--- src/sv/cse_pkg.sv ---
// ----------------------------------------------------------------------------
// cse_pkg
// Types and character constants shared by the string escaper modules.
// ----------------------------------------------------------------------------
package cse_pkg;

    localparam logic       MODE_FULL = 1'b0;
    localparam logic       MODE_MIN  = 1'b1;

    localparam logic [7:0] C_QUOTE   = 8'h22;
    localparam logic [7:0] C_BSLASH  = 8'h5C;
    localparam logic [7:0] C_LF      = 8'h0A;
    localparam logic [7:0] C_CR      = 8'h0D;
    localparam logic [7:0] C_TAB     = 8'h09;
    localparam logic [7:0] C_BEL     = 8'h07;
    localparam logic [7:0] C_ZERO    = 8'h30;
    localparam logic [7:0] C_SEVEN   = 8'h37;
    localparam logic [7:0] C_LOW_N   = 8'h6E;
    localparam logic [7:0] C_LOW_R   = 8'h72;
    localparam logic [7:0] C_LOW_T   = 8'h74;
    localparam logic [7:0] C_LOW_A   = 8'h61;
    localparam logic [7:0] C_PRINT_LO = 8'h20;
    localparam logic [7:0] C_PRINT_HI = 8'h7E;

    typedef enum logic [1:0] {
        KIND_PLAIN = 2'd0,
        KIND_PAIR  = 2'd1,
        KIND_OCTAL = 2'd2
    } t_kind;

    typedef struct packed {
        t_kind      kind;
        logic [7:0] byte_val;
        logic [7:0] second;
        logic       final_flag;
    } t_item;

    typedef struct packed {
        logic  valid;
        t_item item;
    } t_push;

    typedef struct packed {
        logic full;
        logic empty;
    } t_q_status;

endpackage

--- src/sv/cse_front.sv ---
// ----------------------------------------------------------------------------
// cse_front
// Holds the escape mode register and classifies each input byte into a
// plain byte, a backslash pair or an octal escape for the queue.
// ----------------------------------------------------------------------------
module cse_front import cse_pkg::*; (
    input  logic       i_clk,
    input  logic       i_rst_n,
    input  logic       i_cfg_wr_en,
    input  logic       i_cfg_wr_data,
    input  logic       i_in_valid,
    input  logic [7:0] i_in_byte,
    input  logic       i_in_final,
    input  t_q_status  i_q_status,
    output logic       o_in_stall,
    output t_push      o_push
);

    logic  r_mode;
    logic  n_mode;
    t_item w_item;

    always_comb begin
        n_mode = r_mode;
        if (i_cfg_wr_en) begin
            n_mode = i_cfg_wr_data;
        end
    end

    always_ff @(posedge i_clk) begin
        if (!i_rst_n) begin
            r_mode <= MODE_FULL;
        end else begin
            r_mode <= n_mode;
        end
    end

    always_comb begin
        w_item.kind       = KIND_PLAIN;
        w_item.byte_val   = i_in_byte;
        w_item.second     = i_in_byte;
        w_item.final_flag = i_in_final;
        if (r_mode == MODE_FULL) begin
            case (i_in_byte)
                C_QUOTE, C_BSLASH: begin
                    w_item.kind = KIND_PAIR;
                end
                C_LF: begin
                    w_item.kind   = KIND_PAIR;
                    w_item.second = C_LOW_N;
                end
                C_CR: begin
                    w_item.kind   = KIND_PAIR;
                    w_item.second = C_LOW_R;
                end
                C_TAB: begin
                    w_item.kind   = KIND_PAIR;
                    w_item.second = C_LOW_T;
                end
                C_BEL: begin
                    w_item.kind   = KIND_PAIR;
                    w_item.second = C_LOW_A;
                end
                default: begin
                    if (i_in_byte < C_PRINT_LO || i_in_byte > C_PRINT_HI) begin
                        w_item.kind = KIND_OCTAL;
                    end
                end
            endcase
        end else begin
            if (i_in_byte == C_BSLASH) begin
                w_item.kind = KIND_PAIR;
            end else if (i_in_byte == C_LF) begin
                w_item.kind   = KIND_PAIR;
                w_item.second = C_LOW_N;
            end
        end
    end

    assign o_in_stall   = i_q_status.full;
    assign o_push.valid = i_in_valid && !i_q_status.full;
    assign o_push.item  = w_item;

endmodule

--- src/sv/cse_queue.sv ---
// ----------------------------------------------------------------------------
// cse_queue
// Small register queue of classified items between the front and back ends.
// ----------------------------------------------------------------------------
module cse_queue import cse_pkg::*; #(
    parameter int DEPTH = 2
) (
    input  logic      i_clk,
    input  logic      i_rst_n,
    input  t_push     i_push,
    input  logic      i_pop,
    output t_item     o_head,
    output t_q_status o_status
);

    localparam int PTR_W = (DEPTH > 1) ? $clog2(DEPTH) : 1;
    localparam int CNT_W = $clog2(DEPTH + 1);

    t_item              r_mem [DEPTH];
    logic [PTR_W-1:0]   r_wr_ptr;
    logic [PTR_W-1:0]   r_rd_ptr;
    logic [CNT_W-1:0]   r_count;
    logic [PTR_W-1:0]   n_wr_ptr;
    logic [PTR_W-1:0]   n_rd_ptr;
    logic [CNT_W-1:0]   n_count;
    logic               w_do_push;
    logic               w_do_pop;

    assign o_status.full  = (r_count == CNT_W'(DEPTH));
    assign o_status.empty = (r_count == '0);
    assign w_do_push      = i_push.valid && !o_status.full;
    assign w_do_pop       = i_pop && !o_status.empty;
    assign o_head         = r_mem[r_rd_ptr];

    always_comb begin
        n_wr_ptr = r_wr_ptr;
        n_rd_ptr = r_rd_ptr;
        n_count  = r_count;
        if (w_do_push) begin
            n_wr_ptr = (r_wr_ptr == PTR_W'(DEPTH - 1)) ? '0 : r_wr_ptr + 1'b1;
        end
        if (w_do_pop) begin
            n_rd_ptr = (r_rd_ptr == PTR_W'(DEPTH - 1)) ? '0 : r_rd_ptr + 1'b1;
        end
        if (w_do_push && !w_do_pop) begin
            n_count = r_count + 1'b1;
        end else if (!w_do_push && w_do_pop) begin
            n_count = r_count - 1'b1;
        end
    end

    always_ff @(posedge i_clk) begin
        if (!i_rst_n) begin
            r_wr_ptr <= '0;
            r_rd_ptr <= '0;
            r_count  <= '0;
        end else begin
            r_wr_ptr <= n_wr_ptr;
            r_rd_ptr <= n_rd_ptr;
            r_count  <= n_count;
        end
    end

    always_ff @(posedge i_clk) begin
        if (w_do_push) begin
            r_mem[r_wr_ptr] <= i_push.item;
        end
    end

endmodule

--- src/sv/cse_back.sv ---
// ----------------------------------------------------------------------------
// cse_back
// Steps through the run of the head item into the output register, one byte
// per cycle unless stalled, popping the item when its last byte is loaded.
// ----------------------------------------------------------------------------
module cse_back import cse_pkg::*; (
    input  logic       i_clk,
    input  logic       i_rst_n,
    input  t_item      i_head,
    input  t_q_status  i_q_status,
    input  logic       i_out_stall,
    output logic       o_pop,
    output logic       o_out_valid,
    output logic [7:0] o_out_byte,
    output logic       o_run_last,
    output logic       o_string_last
);

    logic [1:0] r_idx;
    logic [1:0] n_idx;
    logic       r_valid;
    logic       n_valid;
    logic [7:0] r_byte;
    logic       r_run_last;
    logic       r_string_last;
    logic [1:0] w_last_idx;
    logic [7:0] w_byte;
    logic       w_load;
    logic       w_is_last;

    always_comb begin
        case (i_head.kind)
            KIND_PAIR:  w_last_idx = 2'd1;
            KIND_OCTAL: w_last_idx = 2'd3;
            default:    w_last_idx = 2'd0;
        endcase
    end

    always_comb begin
        w_byte = i_head.byte_val;
        case (i_head.kind)
            KIND_PAIR: begin
                w_byte = (r_idx == 2'd0) ? C_BSLASH : i_head.second;
            end
            KIND_OCTAL: begin
                case (r_idx)
                    2'd0:    w_byte = C_BSLASH;
                    2'd1:    w_byte = C_ZERO | {6'd0, i_head.byte_val[7:6]};
                    2'd2:    w_byte = C_ZERO | {5'd0, i_head.byte_val[5:3]};
                    default: w_byte = C_ZERO | {5'd0, i_head.byte_val[2:0]};
                endcase
            end
            default: begin
                w_byte = i_head.byte_val;
            end
        endcase
    end

    assign w_load    = !i_q_status.empty && (!r_valid || !i_out_stall);
    assign w_is_last = (r_idx == w_last_idx);
    assign o_pop     = w_load && w_is_last;

    always_comb begin
        n_idx   = r_idx;
        n_valid = r_valid && i_out_stall;
        if (w_load) begin
            n_valid = 1'b1;
            n_idx   = w_is_last ? 2'd0 : r_idx + 2'd1;
        end
    end

    always_ff @(posedge i_clk) begin
        if (!i_rst_n) begin
            r_idx   <= 2'd0;
            r_valid <= 1'b0;
        end else begin
            r_idx   <= n_idx;
            r_valid <= n_valid;
        end
    end

    always_ff @(posedge i_clk) begin
        if (w_load) begin
            r_byte        <= w_byte;
            r_run_last    <= w_is_last;
            r_string_last <= w_is_last && i_head.final_flag;
        end
    end

    assign o_out_valid   = r_valid;
    assign o_out_byte    = r_byte;
    assign o_run_last    = r_run_last;
    assign o_string_last = r_string_last;

endmodule

--- src/sv/c_string_escaper_core.sv ---
// ----------------------------------------------------------------------------
// c_string_escaper_core
// C string literal escaper: one source byte in, a run of escaped bytes out.
// ----------------------------------------------------------------------------
// Each accepted byte yields a run of one byte (plain), two bytes (backslash
// pair) or four bytes (backslash and three octal digits), marked by run_last
// and, for the string's final byte, string_last. The output side produces one
// byte per cycle while i_out_stall is low, stepping the back-end byte sequencer
// through each item's run; input bytes are taken every cycle while the item
// queue (DEPTH entries) has room. On an empty block the first output byte
// passes the item queue and then the output register before it is presented.
// The user must write escape_mode only while idle; the block does not enforce it.
module c_string_escaper_core import cse_pkg::*; #(
    parameter int DEPTH = 2
) (
    input  logic       i_clk,
    input  logic       i_rst_n,
    input  logic       i_cfg_wr_en,
    input  logic       i_cfg_wr_data,
    input  logic       i_in_valid,
    output logic       o_in_stall,
    input  logic [7:0] i_in_byte,
    input  logic       i_in_final,
    output logic       o_out_valid,
    input  logic       i_out_stall,
    output logic [7:0] o_out_byte,
    output logic       o_run_last,
    output logic       o_string_last
);

    t_push     w_push;
    t_item     w_head;
    t_q_status w_q_status;
    logic      w_pop;

    cse_front u_front (
        .i_clk         (i_clk),
        .i_rst_n       (i_rst_n),
        .i_cfg_wr_en   (i_cfg_wr_en),
        .i_cfg_wr_data (i_cfg_wr_data),
        .i_in_valid    (i_in_valid),
        .i_in_byte     (i_in_byte),
        .i_in_final    (i_in_final),
        .i_q_status    (w_q_status),
        .o_in_stall    (o_in_stall),
        .o_push        (w_push)
    );

    cse_queue #(
        .DEPTH (DEPTH)
    ) u_queue (
        .i_clk    (i_clk),
        .i_rst_n  (i_rst_n),
        .i_push   (w_push),
        .i_pop    (w_pop),
        .o_head   (w_head),
        .o_status (w_q_status)
    );

    cse_back u_back (
        .i_clk         (i_clk),
        .i_rst_n       (i_rst_n),
        .i_head        (w_head),
        .i_q_status    (w_q_status),
        .i_out_stall   (i_out_stall),
        .o_pop         (w_pop),
        .o_out_valid   (o_out_valid),
        .o_out_byte    (o_out_byte),
        .o_run_last    (o_run_last),
        .o_string_last (o_string_last)
    );

endmodule

--- config.mk ---
export PLATFORM = sky130hd
export DESIGN_NAME = c_string_escaper_core
export DESIGN_NICKNAME = d
export VERILOG_FILES = /design/src/sv/cse_pkg.sv /design/src/sv/cse_front.sv /design/src/sv/cse_queue.sv /design/src/sv/cse_back.sv /design/src/sv/c_string_escaper_core.sv
export SDC_FILE = /design/constraint.sdc
export NUM_CORES = 1
export LEC_CHECK = 0
export CAP_MARGIN = 30
export CELL_PAD_IN_SITES_DETAIL_PLACEMENT = 0
export CELL_PAD_IN_SITES_GLOBAL_PLACEMENT = 1
export CORE_ASPECT_RATIO = 2
export CORE_MARGIN = 2
export CORE_UTILIZATION = 34
export DETAILED_ROUTE_END_ITERATION = 7
export DONT_BUFFER_PORTS = 1
export PLACE_DENSITY = 0.56
export SLEW_MARGIN = 30
export SYNTH_ARGS = -nofsm -noshare
export SYNTH_HDL_FRONTEND = slang
export SYNTH_SLANG_ARGS = --single-unit
--- constraint.sdc ---
create_clock -name i_clk -period 5.15 [get_ports i_clk]
set_input_delay 1.03 -clock i_clk [delete_from_list [all_inputs] [get_ports i_clk]]
set_output_delay 1.03 -clock i_clk [all_outputs]
set_load 0.01 [all_outputs]
== Yosys cells after proc, flatten, opt, wreduce, memory -nomap -nowiden ==
Memories as Yosys holds them, arrays and structs flattened. A register that Yosys moved wholly into a read port is not among the register bits.
Cells that the tools add are included.
Word-level totals
  register bits after elaboration: 18
  bits in latches: 0
  RAM bits: 38
  ROM bits: 0
  input port bits: 15
  output and inout bits: 12
  word-level logic and storage cells: 73
  memories: 1
Cells by class
  add/sub/neg operators: 5
  multiply operators: 0
  div/mod/pow operators: 0
  magnitude comparators: 2
  equality and inequality tests: 12
  shift operators: 0
  muxes and demuxes: 23
  bitwise logic cells: 0
  reductions and logical operators: 21
Memories
  u_queue.r_mem: depth 2, bits a word 19, read ports 1, clocked after Yosys merged registers in 1, wr ports 1, RTL line cse_queue.sv:19  | t_item r_mem [DEPTH];
Operators with widths (count)
  two-way mux 8 bit: 4
  case mux 8 bit (4 select lines): 1
  equality test 8 x 4 -> 1 bit (second input constant): 3
  case mux 7 bit (3 select lines): 1
  case mux 8 bit (2 select lines): 1
  two-way mux 2 bit: 7
  logical AND 1 bit: 9
  equality test 8 x 3 -> 1 bit (second input constant): 1
  equality test 8 x 6 -> 1 bit (second input constant): 1
  equality test 8 x 7 -> 1 bit (second input constant): 1
  greater-than comparator 8 x 7 -> 1 bit (second input constant): 1
  < comparator 8 x 6 -> 1 bit (second input constant): 1
  two-way mux 1 bit: 8
  equality test 2 bit (second input constant): 3
  zero test 1 bit: 6
  OR reduction 6 bit: 1
  adder 2 x 1 -> 2 bit (second input constant): 2
  equality test 2 x 1 -> 1 bit (second input constant): 2
  zero test 2 bit: 2
  case mux 2 bit (2 select lines): 1
  adder 1 bit (second input constant): 2
  equality test 2 bit: 1
  logical OR 1 bit: 2
  nonzero test 2 bit: 1
  subtractor 2 x 1 -> 2 bit (second input constant): 1

== Longest topological paths before layout ==
Gate-level depths: netlist of run 1.
  depth in word-level cells: 8
  mapped depth: 12
  gate-level depth less buffers: 10

== Modules after synthesis ==
From an unflattened synthesis of run 1, not the netlist that was laid out.
Second synthesis, totals
  cell total of the unflattened synthesis: 219
  area total of the unflattened synthesis: 2834.0 sq um
Modules (own cells, without submodules)
  cse_queue: instances 1, cells each 84, area an instance 1601.5 sq um, sequential area each 1241.2 sq um
  cse_back: instances 1, cells each 74, area an instance 774.5 sq um, sequential area each 360.3 sq um
  cse_front: instances 1, cells each 61, area an instance 457.9 sq um, sequential area each 20.0 sq um

== Worst setup path before layout of run 1 ==
No wires, ideal clock.
  path type: reg2reg
  start point: register with a tool-made name
  end point: register u_queue.r_count[1]
  setup time: 76 ps
  arrival: 2730 ps
  data required time: 5074 ps
  path slack: 2345 ps
  stages on the path, launching flop included: 12
  path buffers: 2
  clock period less this slack: 2805 ps
  path through: dfxtp_1 -> buf_2 -> buf_2 -> mux2i_1 -> inv_1 -> ha_1 -> xnor2_1 -> nor3_1 -> inv_1 -> ha_1 -> or3_1 -> a21boi_0
RTL lines
  end signal: assignment: RTL line cse_queue.sv:60  | r_count <= n_count;
  end: declaration: RTL line cse_queue.sv:22  | logic [CNT_W-1:0] r_count;

==> summary.md, run 1 <==
| Metric | Value |
|---|---|
| Buffers added on ports | 0 |
| Total nets after synthesis | between 200 and 250 |
| Final setup violation count | 0 |
| Placement-stage cell area | 0.00276 mm^2 |
| Ant diodes | 0 |
| Synthesized netlist cell count | roughly 210 |
| Cell area power density | roughly 510 mW/mm^2 |
| Max transition margin | 0.420 |
| Cell Rows | 45 |
| Number of clock sinks | 57 |
| Count of distinct cell types in the synthesized netlist | between 50 and 60 |
| Max frequency | 0.328 GHz |
| Min setup slack post-route | 2100 ps |
| Warning count from the yosys run | 0 |
| Async set-or-reset flop fraction in the synthesized netlist | 0 |
| CP Launch Type | flip-flop |
| Most frequently used flop master after synthesis | edfxtp_1 |
| I/O pin count | 27 |
| Count of buffers added by post-CTS timing repair for setup | 0 |
| Most common library cell in the layout ignoring fill and taps | edfxtp_1 |
| Hold crit path type | flip-flop to flip-flop |
| Number of vias per cell | 5.18 |
| Die Outline Area | 0.00864 mm^2 |
| Worst path max stage delay | between 500 and 600 ps |
| Floorplan die height | around 130 um |
| Layout area overhead | 13.3% |
| TritonCTS clock tree | yes |
| Global-route congestion overflow total | 0 |
| Worst slew pin tran | 870 ps |
| Number of H-tree levels | 3 |
| Crit path DAT | 3300 ps |
| Later-pin clock latency in the skew report | 330 ps |
| RSZ-0062 raised after global routing | false |
| Data required time of the critical path | 5400 ps |
| Total leakage power | 1.04 nW |
| Yosys reg bits | 57 |
| Core area | 0.00760 mm^2 |
| # hold bufs at CTS | 0 |
| Estimated wirelength of the detail-placed design | 3860 um |
| Num CTS Buffers | 9 |
| Clock tree buffer depth | 2 |
| Number of failing hold endpoints at the final stage | 0 |
| Pin count of the biggest net entering global routing | 22 |
| Post-layout net count | 235 |
| First-pass GRT wire length | 8340 um |
| Count of routing violations after the opening detailed-route iteration | 94 |
| Final GP Congestion | 0.861 |
| Final critical path time including I/O delays and setup | about 3000 ps |
| Syn_area_per_cell | 12.9 um^2 |
| Result of the run | finished, final reports clean |
| Horizontal die dimension | 66.8 um |
| Initial antenna violation count | 0 |
| Summed instance area of the synthesized netlist | roughly 0.0027 mm^2 |
| Highest net fanout along the worst path | 21 |
| Post-route fraction of the period consumed by the critical path | 0.592 |
| First-pass iteration count of the detailed router | 4 |
| Seq/Total Area, Yosys | 0.606 |
| Top library cells by usage in the layout, fill and taps aside | 48 x edfxtp_1, 13 x nand2_1, 12 x inv_1 |
| Remaining antenna violation count after routing | 0 |
| Clock skew | approximately 5.2 ps |
| Post-route DRC violation count | 0 |
| Post-cts gate resize count | 0 |
| Fraction of layout instances using a drive strength above 1 | 0.147 |
| Clock transition at the register clock pins on the worst setup and hold paths after CTS | 50 ps |
| Sequence of cells on the critical path | buf_4 > mux2i_1 > inv_1 > ha_1 > xnor2_1 > nor3_1 > inv_1 > ha_1 > or3_1 > a21boi_0 |
| Highest-delay cell along the critical path | ha_1 |
| Routed WL | 5220 um |
| Via total after detailed routing | 1612 |
| Maxcap violations | 0 |
| Initial core utilization | 0.352 |
| Critical path type | flip-flop to flip-flop |
| Post-placement setup slack | approximately 2100 ps |
| Aggregate negative setup slack | 0 ps |
| WL/cell | approximately 17 um |
| Clock root buffer | clkbuf_16 |
| Number of enable-type register cells in the synthesized netlist | 48 |
| Total Routing Usage GR | 0.138 |
| Critical Path End Type | flip-flop |
| Worst vdd rail ir drop | 0.185 mV |
| Max Slew Vio Count | 0 |
| Post-route design area | approximately 0.003 mm^2 |
| Via count of the first global-routing pass | 1600 |
| FILL cells | 717 |
-- registers in the layout (all words and copies together), names as in the netlist, named ones only --
name,cells
u_back.o_out_byte,8
u_back.o_out_valid,1
u_back.o_string_last,1
u_queue.r_rd_ptr,1
u_back.o_run_last,1
u_queue.r_count,2
u_queue.r_mem,38
u_queue.r_wr_ptr,1
u_front.r_mode,1
u_back.r_idx,2
-- worst max-delay path, delay by kind of cell (launching register included) --
| kind | cells | cell delay [ps] |
|---|---|---|
| AO/OA/AOI/OAI | 1 | 190 |
| XOR/XNOR | 1 | 170 |
| adder cells (fa/ha/maj) | 2 | 900 |
| buffers and inverters | 3 | 410 |
| flip-flops | 1 | 310 |
| multiplexers | 1 | 280 |
| AND/OR/NAND/NOR | 2 | 720 |
-- path summary, 6_finish.rpt --
check | endpoint | from | slack [ps] | depth (start not counted)
min | u_back.o_out_valid | u_back.o_out_valid | 550 | 2
min reg2reg | u_back.o_out_valid | u_back.o_out_valid | 550 | 2
max | u_queue.r_count[1] | flip-flop | 2100 | 10
max reg2reg | u_queue.r_count[1] | flip-flop | 2100 | 10
-- report_power, final --
group          internal, mW  total [mW]  switching [mW]
sequential            0.642       0.709          0.0673
combinational         0.125       0.320           0.195
clock                 0.325       0.533           0.208
total                  1.09        1.56           0.470
-- per-layer routing --
metal,track usage,vias up,part of all wire
met5,0,-,0
met4,0.0792,0,0.027
met3,0.0451,11,0.040
met2,0.250,35,0.57
met1,0.130,785,0.36
li1,-,781,-
-- synthesized netlist by cell type (2+ instances only) --
cell type   n  area (um^2)
edfxtp_1   48         1440
nand2_1    13         48.8
inv_1      12         45.0
mux2_2     10          113
dfxtp_1     9          180
nor2_1      9         33.8
a21oi_1     8         40.0
ha_1        8          100
mux2i_1     8         80.1
o21ai_0     7         35.0
buf_2       6         30.0
and2_1      5         31.3
nand2b_1    5         31.3
nor3_1      5         25.0
a21boi_0    3         22.5
nor2b_1     3         18.8
xnor2_1     3         26.3
xor2_1      3         26.3
a211oi_1    2         15.0
a21boi_1    2         15.0
a22oi_1     2         15.0
a31oi_1     2         12.5
clkbuf_1    2         7.51
nand3_1     2         10.0
nand3b_1    2         15.0
o211ai_1    2         15.0
o31ai_1     2         15.0
or3_1       2         12.5
-- kinds of logic (layout without fill, tap and decap cells) --
family / after synthesis / after routing / share of synthesized area
buffers and inverters: 21 / 30 / 0.0350
AND/OR/NAND/NOR: 57 / 57 / 0.124
flip-flops: 57 / 57 / 0.606
XOR/XNOR: 6 / 6 / 0.0196
multiplexers: 19 / 19 / 0.0776
adder cells (fa/ha/maj): 8 / 8 / 0.0374
AO/OA/AOI/OAI: 40 / 40 / 0.100
-- final cells by class --
class / count / area [um^2] / share of cell area
sequential: 57 / 1620 / 0.534
clock inverter: 6 / 43.8 / 0.0144
tap: 94 / 118 / 0.0388
multi-input combinational: 130 / 962 / 0.317
inverter: 12 / 45.0 / 0.0148
timing repair buffer: 2 / 15.0 / 0.00495
clock buffer: 10 / 229 / 0.0755
-- through the flow --
stage / utilization / power (mW) / instances / hold WS [ps]
3_5_place_dp: 0.363 / 1.04 / 295 / 548
6_report: 0.399 / 1.56 / 311 / 550
2_1_floorplan: - / 0.957 / 208 / 491
4_1_cts: 0.399 / 1.58 / 311 / 552
5_1_grt: 0.399 / 1.65 / 311 / 576
3_3_place_gp: 0.363 / 1.03 / 295 / 513
No activity file was read; power rests on OpenSTA's default activity.
==> run 2: changes to the inputs <==
--- a/config.mk
+++ b/config.mk
@@ -5,6 +5,7 @@
 export SDC_FILE = /design/constraint.sdc
 export NUM_CORES = 1
 export LEC_CHECK = 0
+export ABC_AREA = 1
 export CAP_MARGIN = 30
 export CELL_PAD_IN_SITES_DETAIL_PLACEMENT = 0
 export CELL_PAD_IN_SITES_GLOBAL_PLACEMENT = 1
@@ -13,7 +14,7 @@
 export CORE_UTILIZATION = 34
 export DETAILED_ROUTE_END_ITERATION = 7
 export DONT_BUFFER_PORTS = 1
-export PLACE_DENSITY = 0.56
+export PLACE_DENSITY = 0.58
 export SLEW_MARGIN = 30
 export SYNTH_ARGS = -nofsm -noshare
 export SYNTH_HDL_FRONTEND = slang
==> constraint.sdc (replaced) <==
create_clock -name i_clk -period 2.85 [get_ports i_clk]
set_input_delay 0.57 -clock i_clk [delete_from_list [all_inputs] [get_ports i_clk]]
set_output_delay 0.57 -clock i_clk [all_outputs]
set_load 0.01 [all_outputs]
==> run 2 against run 1 <==
  * Global-route usage increased by 1.2 points
  * Count of clock-buffer cells in the layout is the same
  * Critical path type unchanged
  * Sequential share of layout area shrank 2.1 points
  * Combinational power up 140%
  * Maximum frequency grew 22%
  * Wire length increased by 9.6%
  * Largest power group unchanged
  * Clock power rose by 110%
  * Utilization up 0.40 points
==> summary.md, run 2 <==
| Metric | Value |
|---|---|
| Count of buffers added by post-CTS timing repair for setup | 0 |
| Highest-delay cell along the critical path | ha_2 |
| Clock root buffer | clkbuf_16 |
| Number of vias per cell | about 4.7 |
| Worst path max stage delay | between 300 and 400 ps |
| Number of enable-type register cells in the synthesized netlist | 48 |
| Number of clock sinks | 57 |
| Min setup slack post-route | 346 ps |
| Top library cells by usage in the layout, fill and taps aside | 81 x nand2_1, 48 x edfxtp_1, 29 x inv_1 |
| Most common library cell in the layout ignoring fill and taps | nand2_1 |
| Fraction of layout instances using a drive strength above 1 | 0.129 |
| Floorplan die height | 130 um |
| Sequence of cells on the critical path | inv_2 > or2_2 > o21ai_2 > inv_1 > ha_2 > xor2_1 > nand2_2 > inv_1 > nand2_1 > ha_1 > a21oi_1 > o21ai_1 > o21ai_1 > a21oi_1 |
| Critical Path End Type | flip-flop |
| TritonCTS clock tree | yes |
| Most instantiated cells after synthesis | 82 x nand2_1, 48 x edfxtp_1, 29 x inv_1 |
| Result of the run | finished, final reports clean |
| Estimated wirelength of the detail-placed design | 4390 um |
| First-pass iteration count of the detailed router | 5 |
| Post-layout net count | 313 |
| Crit path DAT | roughly 2700 ps |
| I/O pin count | 27 |
| Via count of the first global-routing pass | 1910 |
| Syn_area_per_cell | 9.72 um^2 |
| Remaining antenna violation count after routing | 0 |
| Buffers added on ports | 0 |
| Clock skew | ~7.4 ps |
| Area leader, netlist | edfxtp_1 |
| Worst slew pin tran | ~360 ps |
| Core area | 0.00783 mm^2 |
| Final GP Congestion | 0.853 |
| RSZ-0062 raised after global routing | false |
| Highest net fanout along the worst path | 15 |
| Post-route fraction of the period consumed by the critical path | 0.879 |
| Post-route design area | 0.00316 mm^2 |
| Final critical path time including I/O delays and setup | 2500 ps |
| Max frequency | 0.399 GHz |
| Cell Rows | 46 |
| Via total after detailed routing | ~1800 |
| Pin count of the biggest net entering global routing | 22 |
| Final standard cell count with taps included and fillers excluded | 391 |
| Data required time of the critical path | 3060 ps |
| Max transition margin | 0.754 |
| Async set-or-reset flop fraction in the synthesized netlist | 0 |
| Layout area overhead | 16.3% |
| Register with the most flip-flops | u_queue.r_mem |
| Total leakage power | 1.28 nW |
| Initial core utilization | 0.347 |
| Aggregate negative setup slack | 0 ps |
| Ant diodes | 0 |
| Number of H-tree levels | 3 |
| Global-route congestion overflow total | 0 |
| CP Launch Type | flip-flop |
| Number of failing hold endpoints at the final stage | 0 |
| WL/cell | 14.6 um |
| Worst vdd rail ir drop | 0.389 mV |
| Routed WL | 5720 um |
| Placement-stage cell area | 0.00284 mm^2 |
| Num CTS Buffers | 9 |
| Seq/Total Area, Yosys | 0.598 |
| Largest cells by area after synthesis | edfxtp_1 53%, nand2_1 11%, dfxtp_1 6.6%, inv_1 4.0%, ha_1 3.7% |
| Later-pin clock latency in the skew report | 320 ps |
| Maxcap violations | 0 |
| Die Outline Area | 0.00875 mm^2 |
| Post-route worst hold slack | 341 ps |
| Count leader, synth | nand2_1 |
| Summed instance area of the synthesized netlist | roughly 0.0027 mm^2 |
| Warning count from the yosys run | 0 |
| Cell count after placement | 375 |
| Count of distinct cell types in the synthesized netlist | 31 |
| Most frequently used flop master after synthesis | edfxtp_1 |
| Portion of synthesized cell area occupied by the leading cell type | 0.531 |
| Cell area power density | 1010 mW/mm^2 |
| Max Slew Vio Count | 0 |
| Synthesized netlist cell count | 279 |
| Post-route DRC violation count | 0 |
| Yosys reg bits | 57 |
| Clock transition at the register clock pins on the worst setup and hold paths after CTS | 50 ps |
| Post-placement setup slack | about 280 ps |
| Total Routing Usage GR | 0.149 |
| First-pass GRT wire length | a little over 9000 um |
| Horizontal die dimension | ~67 um |
| Critical path type | flip-flop to flip-flop |
| Total nets after synthesis | 302 |
| Clock tree buffer depth | 2 |
| Final setup violation count | 0 |
| Initial antenna violation count | 0 |
| Largest register FFs | 38 |
| Count of routing violations after the opening detailed-route iteration | 99 |
| Hold crit path type | primary input to flip-flop |
-- run 2: cell types whose count changed in the layout (fill, tap and decap cells not counted), moves of 4 or more --
cell / change
nand2_1: +68
inv_1: +17
a21oi_1: +5
mux2i_1: -6
nand3_1: +9
nor2_1: +12
o21ai_0: +8
mux2_2: -10
or2_2: +4
clkinvlp_4: -4
and2_1: -5
nand2b_1: -5
-- run 2: final timing paths --
path / startpoint / to / slack, ps / depth (start not counted)
max: flip-flop / u_queue.r_count[1] / 350 / 14
min: i_in_final / u_queue.r_mem[0][0] / 340 / 0
max reg2reg: flip-flop / u_queue.r_count[1] / 350 / 14
min reg2reg: u_queue.r_rd_ptr / u_queue.r_rd_ptr / 480 / 2
-- run 2: repair_timing --
action                                  in CTS  in global routing
endpoints found under the setup margin       0                  1
hold buffers                                 0                  0
gates resized for setup                      0                  4
endpoints found under the hold margin        0                  0
-- run 2: logic make-up (layout without fill, tap and decap cells) --
kind of cell / count (synthesis) / after routing / synth area share
multiplexers: 2 / 2 / 0.00738
AND/OR/NAND/NOR: 132 / 132 / 0.208
XOR/XNOR: 3 / 3 / 0.00969
flip-flops: 57 / 57 / 0.598
buffers and inverters: 36 / 52 / 0.0530
AO/OA/AOI/OAI: 41 / 41 / 0.0872
adder cells (fa/ha/maj): 8 / 8 / 0.0369
-- run 2: worst max-delay path, delay by kind of cell (launching register included) --
kind                     cells  cell delay [ps]
XOR/XNOR                     1              190
adder cells (fa/ha/maj)      2              700
buffers and inverters        3              260
flip-flops                   1              330
AND/OR/NAND/NOR              3              470
AO/OA/AOI/OAI                5              440
-- run 2: layer usage --
layer / up-vias / GRT usage / wire (um)
met5: - / 0 / 0
met4: 0 / 0.0756 / 119
met3: 10 / 0.0362 / 152
met2: 26 / 0.268 / 3170
met1: 841 / 0.157 / 2280
li1: 954 / - / -
-- run 2: power breakdown --
part	internal, mW	total, mW	switching (mW)
combinational	0.261	0.782	0.521
sequential	1.17	1.29	0.118
clock	0.758	1.10	0.345
total	2.19	3.18	0.984
-- run 2: layout make-up --
type                       count  area, um^2
sequential                    57        1620
fill                         790        4670
inverter                      32         120
tap                           96         120
multi-input combinational    186         952
timing repair buffer           4        30.0
clock inverter                 6        82.6
clock buffer                  10         229
-- run 2: per-stage QoR --
stage | util | power, mW
3_5_place_dp | 0.363 | 2.09
4_1_cts | 0.402 | 3.21
5_1_grt | 0.403 | 3.40
2_1_floorplan | - | 1.87
6_report | 0.403 | 3.18
3_3_place_gp | 0.363 | 2.08
==> run 3: changes to the inputs <==
--- a/config.mk
+++ b/config.mk
@@ -10,7 +10,6 @@
 export CELL_PAD_IN_SITES_DETAIL_PLACEMENT = 0
 export CELL_PAD_IN_SITES_GLOBAL_PLACEMENT = 1
 export CORE_ASPECT_RATIO = 2
-export CORE_MARGIN = 2
 export CORE_UTILIZATION = 34
 export DETAILED_ROUTE_END_ITERATION = 7
 export DONT_BUFFER_PORTS = 1
==> run 3 against run 2 <==
  * Setup slack lost 11 ps
  * Cell count shrank 0.26%
  * First-iteration DRC count shrank 28%
  * Via count grew 1.2%
  * Combinational power grew 2%
  * Critical endpoint unchanged
  * Clock skew shrank 2.3 ps
  * Clock power is essentially flat
  * Non-clock buffer count grew 1
  * Hold slack gained 0.63 ps
==> summary.md, run 3 (synthesis gave the netlist of run 2 again) <==
| Metric | Value |
|---|---|
| Result of the run | finished, final reports clean |
| Crit path DAT | about 2700 ps |
| Post-route DRC violation count | 0 |
| Hold crit path type | primary input to flip-flop |
| Maxcap violations | 0 |
| Largest register FFs | 38 |
| Top library cells by usage in the layout, fill and taps aside | 82 x nand2_1, 48 x edfxtp_1, 29 x inv_1 |
| Clock tree buffer depth | 2 |
| Clock network fraction of design power | 0.341 |
| RSZ-0062 raised after global routing | false |
| Critical path type | flip-flop to flip-flop |
| Number of vias per cell | 4.75 |
| Critical Path End Type | flip-flop |
| Clock transition at the register clock pins on the worst setup and hold paths after CTS | around 50 ps |
| Pin count of the biggest net entering global routing | 22 |
| Share of total power in sequential cells | 0.407 |
| Layout area overhead | 16.2% |
| Core area | 0.00766 mm^2 |
| Initial antenna violation count | 0 |
| Fraction of layout instances using a drive strength above 1 | 0.125 |
| Sw power | 999 uW |
| Number of failing hold endpoints at the final stage | 0 |
| Routed WL | 6110 um |
| Internal power | 2.17 mW |
| End of the critical path | u_queue.r_count[1] |
| TritonCTS clock tree | yes |
| Buffers added on ports | 0 |
| Global-route congestion overflow total | 0 |
| Highest net fanout along the worst path | 7 |
| Num CTS Buffers | 9 |
| Floorplan die height | roughly 130 um |
| Depth of the critical timing path with buffers and inverters included | 14 |
| Final standard cell count with taps included and fillers excluded | 390 |
| Register with the most flip-flops | u_queue.r_mem |
| Remaining antenna violation count after routing | 0 |
| Highest-delay cell along the critical path | ha_1 |
| Max Slew Vio Count | 0 |
| Worst vdd rail ir drop | ~0.34 mV |
| Ant diodes | 0 |
| Via count of the first global-routing pass | 2003 |
| Max transition margin | 0.676 |
| Placement-stage cell area | 0.00284 mm^2 |
| Max frequency | about 0.4 GHz |
| Min setup slack post-route | 335 ps |
| Aggregate negative setup slack | 0 ps |
| Horizontal die dimension | 65.2 um |
| First-pass GRT wire length | 9830 um |
| Later-pin clock latency in the skew report | ~320 ps |
| Final GP Congestion | 0.866 |
| Cell area power density | 1010 mW/mm^2 |
| Switching share of power | 0.315 |
| I/O pin count | 27 |
| Post-placement setup slack | roughly 320 ps |
| Worst slew pin tran | 481 ps |
| Initial core utilization | 0.354 |
| Fraction of power consumed by combinational cells | 0.252 |
| Clock skew | 5.06 ps |
| Clock root buffer | clkbuf_16 |
| Share of the core filled with cells | 0.412 |
| CP Launch Type | flip-flop |
| Power Total | 3.17 mW |
| Estimated wirelength of the detail-placed design | ~4900 um |
| R2R Path End | u_queue.r_count[1] |
| Total leakage power | between 1 and 1.5 nW |
| Post-route fraction of the period consumed by the critical path | 0.882 |
| Data required time of the critical path | about 3100 ps |
| Worst path max stage delay | around 370 ps |
| Top Family by Delay on Critical Path | adder cells |
| Final setup violation count | 0 |
| Total Routing Usage GR | 0.169 |
| Final critical path time including I/O delays and setup | 2510 ps |
| Number of H-tree levels | 3 |
| Sequence of cells on the critical path | inv_2 > or2_2 > o21ai_2 > inv_1 > ha_1 > xor2_1 > nand2_1 > inv_1 > nand2_1 > ha_1 > a21oi_1 > o21ai_0 > o21ai_0 > a21oi_1 |
| FILL cells | 804 |
| Post-route worst hold slack | 341 ps |
| Post-route design area | 0.00315 mm^2 |
| Via total after detailed routing | roughly 1900 |
| Count of cells along the worst register-to-register path | 14 |
| Post-cts gate resize count | 0 |
| Count of routing violations after the opening detailed-route iteration | just over 70 |
| Count of buffers added by post-CTS timing repair for setup | 0 |
| Post-layout net count | 314 |
| Most common library cell in the layout ignoring fill and taps | nand2_1 |
| Setup slack of the worst register-to-register path | 340 ps |
| Buffers & Inverters on Critical Path | 3 |
| Die Outline Area | 0.00836 mm^2 |
| # hold bufs at CTS | 0 |
| Cell count after placement | approximately 370 |
| First-pass iteration count of the detailed router | 4 |
| WL/cell | about 16 um |
| Cell Rows | 45 |
| Number of clock sinks | 57 |
-- run 3: cell count changes in the layout (fill, tap and decap cells not counted), sizes merged --
cell and change:
clkbuf +3, clkinv -2, bufinv -1, buf +1
-- run 3: power by group through the flow --
stage | Sequential, mW | Combinational [mW] | Clock, mW
2_1_floorplan | 1.29 | 0.587 | 0
6_report | 1.29 | 0.799 | 1.08
4_1_cts | 1.29 | 0.816 | 1.11
5_1_grt | 1.31 | 0.922 | 1.14
3_5_place_dp | 1.31 | 0.814 | 0
3_3_place_gp | 1.31 | 0.810 | 0
-- run 3: how the worst min path moves through the flow --
| stage | slack, ps | to | startpoint | cells after the start |
|---|---|---|---|---|
| after global routing | 320 | u_queue.r_mem[1][10] | i_in_byte[1] | 0 |
| final | 340 | u_queue.r_mem[1][10] | i_in_byte[1] | 0 |
| after CTS | 330 | u_queue.r_mem[1][10] | i_in_byte[1] | 0 |
| after detailed placement | 480 | u_queue.r_rd_ptr | u_queue.r_rd_ptr | 2 |
| after global placement | 480 | u_queue.r_rd_ptr | u_queue.r_rd_ptr | 2 |
| after floorplan | 460 | flip-flop | u_queue.r_rd_ptr | 2 |
-- run 3: layout make-up --
cell class                 count  area, um^2  share of cell area
tap                           94         118              0.0373
multi-input combinational    186         947               0.300
timing repair buffer           5        37.5              0.0119
inverter                      32         120              0.0381
clock buffer                  13         270              0.0857
clock inverter                 3        38.8              0.0123
sequential                    57        1620               0.514
-- run 3: routing by layer --
metal,GRT usage,vias to the layer above,share of wire
met5,0,-,0
met4,0.113,0,0.042
met3,0.0445,19,0.030
met2,0.321,43,0.59
met1,0.145,837,0.34
li1,-,954,-
